**src/hdl/segment_segment_closest_points_defines.svh**
```systemverilog
// Assertion macros shared by the segment closest-point design.
`ifndef SEGMENT_SEGMENT_CLOSEST_POINTS_DEFINES_SVH
`define SEGMENT_SEGMENT_CLOSEST_POINTS_DEFINES_SVH

// Same-cycle implication, disabled while reset is held.
`define SSCP_ASSERT_IMP(lbl, clk, rst_n, ante, cons, msg) \
    lbl: assert property (@(posedge clk) disable iff (!rst_n) (ante) |-> (cons)) \
        else $error(msg);

// Next-cycle implication, disabled while reset is held.
`define SSCP_ASSERT_NXT(lbl, clk, rst_n, ante, cons, msg) \
    lbl: assert property (@(posedge clk) disable iff (!rst_n) (ante) |=> (cons)) \
        else $error(msg);

`endif

```
**src/hdl/sscp_lerp.sv**
```systemverilog
// Two-stage interpolation of one coordinate with saturation to the coordinate range.
module sscp_lerp #(
    parameter int W = 32,
    parameter int F = 16
) (
    input  logic                i_clk,
    input  logic signed [W-1:0] i_start,
    input  logic signed [W:0]   i_delta,
    input  logic [F:0]          i_param,
    output logic signed [W-1:0] o_pt
);
    localparam int PLW  = F + W + 3;
    localparam int SUMW = PLW + 1;

    logic signed [PLW-1:0]  r_prd;
    logic signed [W-1:0]    r_st;
    logic signed [F+1:0]    w_par;
    logic signed [SUMW-1:0] w_sum;
    logic                   w_ovf;

    assign w_par = {1'b0, i_param};
    assign w_sum = SUMW'(r_st) + SUMW'(r_prd >>> F);
    // Overflow when the bits above the result's sign bit disagree with it.
    assign w_ovf = !((&w_sum[SUMW-1:W-1]) || !(|w_sum[SUMW-1:W-1]));

    always_ff @(posedge i_clk) begin
        r_prd <= w_par * i_delta;
        r_st  <= i_start;
        if (w_ovf) begin
            o_pt <= w_sum[SUMW-1] ? {1'b1, {(W-1){1'b0}}} : {1'b0, {(W-1){1'b1}}};
        end else begin
            o_pt <= w_sum[W-1:0];
        end
    end

endmodule

```
**config.mk**
```make
export PLATFORM = sky130hd
export DESIGN_NAME = sscp_lerp
export DESIGN_NICKNAME = d
export VERILOG_FILES = /design/src/hdl/segment_segment_closest_points_defines.svh /design/src/hdl/sscp_lerp.sv
export SDC_FILE = /design/constraint.sdc
export NUM_CORES = 2
export LEC_CHECK = 0
export BUFFER_PORTS_ARGS = -buffer_cell sky130_fd_sc_hd__buf_2
export CORE_MARGIN = 2
export CORE_UTILIZATION = 59
export CTS_BUF_LIST = sky130_fd_sc_hd__clkbuf_8
export DETAILED_ROUTE_END_ITERATION = 8
export GPL_ROUTABILITY_DRIVEN = 1
export PLACE_DENSITY = 0.8
export RECOVER_POWER = 100
export SYNTH_ARGS = -nofsm -noshare
export SYNTH_HDL_FRONTEND = slang
export SYNTH_SLANG_ARGS = --single-unit
```
**constraint.sdc**
```tcl
create_clock -name i_clk -period 6.6 [get_ports i_clk]
set_clock_uncertainty 0.2 [all_clocks]
set_input_delay 0.66 -clock i_clk [delete_from_list [all_inputs] [get_ports i_clk]]
set_output_delay 0.66 -clock i_clk [all_outputs]
set_load 0.01 [all_outputs]
```
==> qor.csv <==
stage,metric,value,unit
critical_path,CP Capture Type,flip-flop,
die,I/O pin total,115,
logic_synthesis,sequential fraction of the synthesis area,0.0869,
grt,largest net degree at the start of global routing,32,
final_layout,area of the multi-input gates,18400,sq um
drt,initial drt markers,1054,
clock_tree,Num CTS Buffers,9,
grt,vias in the first global route,20600,
drt,routed len/inst,18.6,um
logic_synthesis,simple-gate share of the synthesized area,0.150,
timing,setup TNS,0,ps
final_layout,number of fill cells,3009,
logic_synthesis,syn_area_per_cell,9.09,sq um
outcome,status,"finished, final reports clean",
timing,crit share post-route,0.985,
grt,GRT busiest layer,met2,
drt,DRT Wirelength,61600,um
logic_synthesis,largest family of logic cells by synthesized area,adder cells,
placement,GP Congestion,0.943,
critical_path,critical path startpoint category,input port,
timing,Highest Clock Rate,154,MHz
logic_synthesis,Synth Area in XOR/XNOR,0.0277,
clock_tree,hold buffer count at CTS,0,
grt,met2 Usage GRT,0.579,
logic_synthesis,Post-synth top flop,dfxtp_1,
timing,RSZ-0062 raised after global routing,true,
placement,Detail Placement HPWL,52300,um
drt,Final ANT Viol Nets,0,
grt,antenna violations before repair,3,
final_layout,area growth from synthesis to layout,14.8,%
critical_path,cells along the critical path,buf_2 > buf_4 > nand2_1 > fa_1 > inv_1 > fa_1 > fa_1 > fa_1 > fa_1 > inv_1 > fa_1 > inv_1 > ha_1 > nand2_1 > o21ai_4 > a31oi_4 > o31ai_4 > a211oi_2 > buf_4 > a2111oi_4 > buf_4 > o21a_1 > nor4_1 > a311o_1,
critical_path,CP max-delay cell,fa_1,
die,Row Count,72,
timing,setup violators final,0,
critical_path,buffers and inverters on the worst path,7,
logic_synthesis,Yosys reg bits,99,
timing,worst hold margin,183,ps
timing,Slew HR,0.295,
job,Max-cap violations,0,
grt,remaining global-route overflow,0,
clock_tree,H-tree level count,3,
logic_synthesis,Post-Synth Adder-Cell Area,0.553,
timing,"Slew Viols, Final",0,
die,Die W,201,um
die,initial core utilization,0.594,
logic_synthesis,YS warnings,0,
min_path,worst hold path type,in -> reg,
clock_tree,CTS tree,yes,
die,Core Area,38400,sq um
logic_synthesis,Compound-Gate Fraction of Synth Area,0.0657,
logic_synthesis,mapped cell area,22800,sq um
timing,Fin. Hold Viols,0,
logic_synthesis,Post-synth EDFFs,0,
grt,Total GRT Usage,0.321,
critical_path,Worst Path Required,6660,ps
clock_tree,Root Driver,clkbuf_8,
logic_synthesis,Synth Net Count,3278,
die,die footprint,40200,sq um
logic_synthesis,Mapped Cells,2508,
clock_tree,Max clock buf depth,2,
grt,met3 usage,0.0394,
logic_synthesis,mux contribution to synthesized area,0,
drt,First-pass DRT Iterations,6,
critical_path,"CP delay by family, top",adder cells,
clock_tree,clock slew at reported path FFs,90,ps
final_layout,Total Nets Final,3561,
grt,M1 GR Usage,0.365,
final_layout,post-route insts no fill,3316,
clock_tree,Skew-Pair Late Insertion Delay,370,ps
placement,I/O Buffers,114,
critical_path,CP arrival,6560,ps
drt,via density per instance,5.44,
die,Die Span Y,201,um
critical_path,cell mode on critical path,fa_1,
final_layout,sequential cell area,1980,sq um
critical_path,WS Path Type,in -> reg,
critical_path,critical-path maximum fanout,11,
drt,vias after detailed routing,18100,
grt,first-pass GRT wire length,101000,um
logic_synthesis,post-synthesis cell type count,60,
placement,dpl cells,3294,
timing,min Tclk post-route,6500,ps
timing,Tightest Pin Transition,1060,ps
clock_tree,Sink Count,99,
final_layout,share of cells above drive strength 1,0.144,
logic_synthesis,Async SR Flop Fraction,0,
critical_path,CP peak stage delay,610,ps
drt,# DRC,0,
-- placed cells by master (no fill, tap or decap), types with 5 or more instances in the layout --
cell,count
nor3_1,9
dfxtp_1,99
ha_4,6
buf_4,240
buf_2,65
nand2_1,368
a21oi_1,61
a21oi_2,5
nor2b_1,9
ha_1,145
a21o_1,28
fa_1,529
nor2_1,41
and2_1,227
inv_1,607
o21ai_0,65
fa_2,6
a31oi_1,8
clkbuf_8,9
clkbuf_1,33
xor2_1,26
clkbuf_4,6
nand2b_1,9
o21bai_1,10
nand3_1,14
xnor2_1,43
buf_6,19
nand4_1,12
-- final timing paths --
| kind | from | endpoint | slack, ps | cells after the start |
|---|---|---|---|---|
| setup / recovery | i_delta[8] | r_prd[45]$_DFF_P_ | 100 | 24 |
| hold reg to reg | r_st[1]$_DFF_P_ | o_pt[1]$_DFF_P_ | 490 | 3 |
| setup reg to reg | r_st[13]$_DFF_P_ | o_pt[30]$_DFF_P_ | 1820 | 11 |
| hold / removal | i_start[28] | r_st[28]$_DFF_P_ | 180 | 1 |
-- Yosys cell counts (all sizes together), types with 15 or more instances --
cell | instances | area share
clkbuf | 90 | 0.015
nor2 | 42 | 0.0069
dfxtp | 99 | 0.087
ha | 152 | 0.083
xnor2 | 44 | 0.018
inv | 609 | 0.10
nand2 | 368 | 0.061
fa | 535 | 0.47
xor2 | 26 | 0.010
o21ai | 70 | 0.016
and2 | 228 | 0.063
nand3 | 15 | 0.0033
a21oi | 66 | 0.014
a21o | 28 | 0.0092
-- final cells by class --
cell class / instances / share of cell area
flip-flops and latches: 99 / 0.0757
clock inverters: 7 / 0.00354
diodes: 2 / 0.000191
repair buffers: 369 / 0.0997
inverters: 609 / 0.0873
multi-input cells: 1703 / 0.704
clock buffers: 9 / 0.00473
well taps: 518 / 0.0248
-- sequential cells by signal (all words and copies together), names as in the netlist --
register  cells
r_prd        35
o_pt         32
r_st         32
-- metal layers --
metal | vias to the layer above | wire length (um)
li1 | 7958 | -
met1 | 9140 | 22100
met2 | 702 | 31600
met3 | 251 | 3400
met4 | 2 | 4470
met5 | - | 12
-- cell families after synthesis --
family          count (synthesis)
simple gates                  712
fa+ha+maj                     687
xor+xnor                       70
buf+inv                       706
compound gates                234
flops                          99
-- stage by stage --
stage / setup WS (ps) / area, sq um / utilization
global placement: -521 / 25600 / 0.666
finish: 99.2 / 26200 / 0.682
CTS: 8.02 / 25900 / 0.675
detailed placement: -612 / 25600 / 0.666
global route: -77.2 / 26200 / 0.682
floorplan: 60.9 / 22800 / -
-- what timing repair did --
| item | in CTS | in global routing |
|---|---|---|
| setup endpoints to repair | 8 | 18 |
| pin swaps | 8 | 33 |
| cloned | 0 | 0 |
| gates resized for setup | 32 | 64 |
| setup buffers | 1 | 3 |
Power is left out: the tool's default activity adds up to more than one toggle a clock period on the data nets, which glitch-free logic cannot reach.
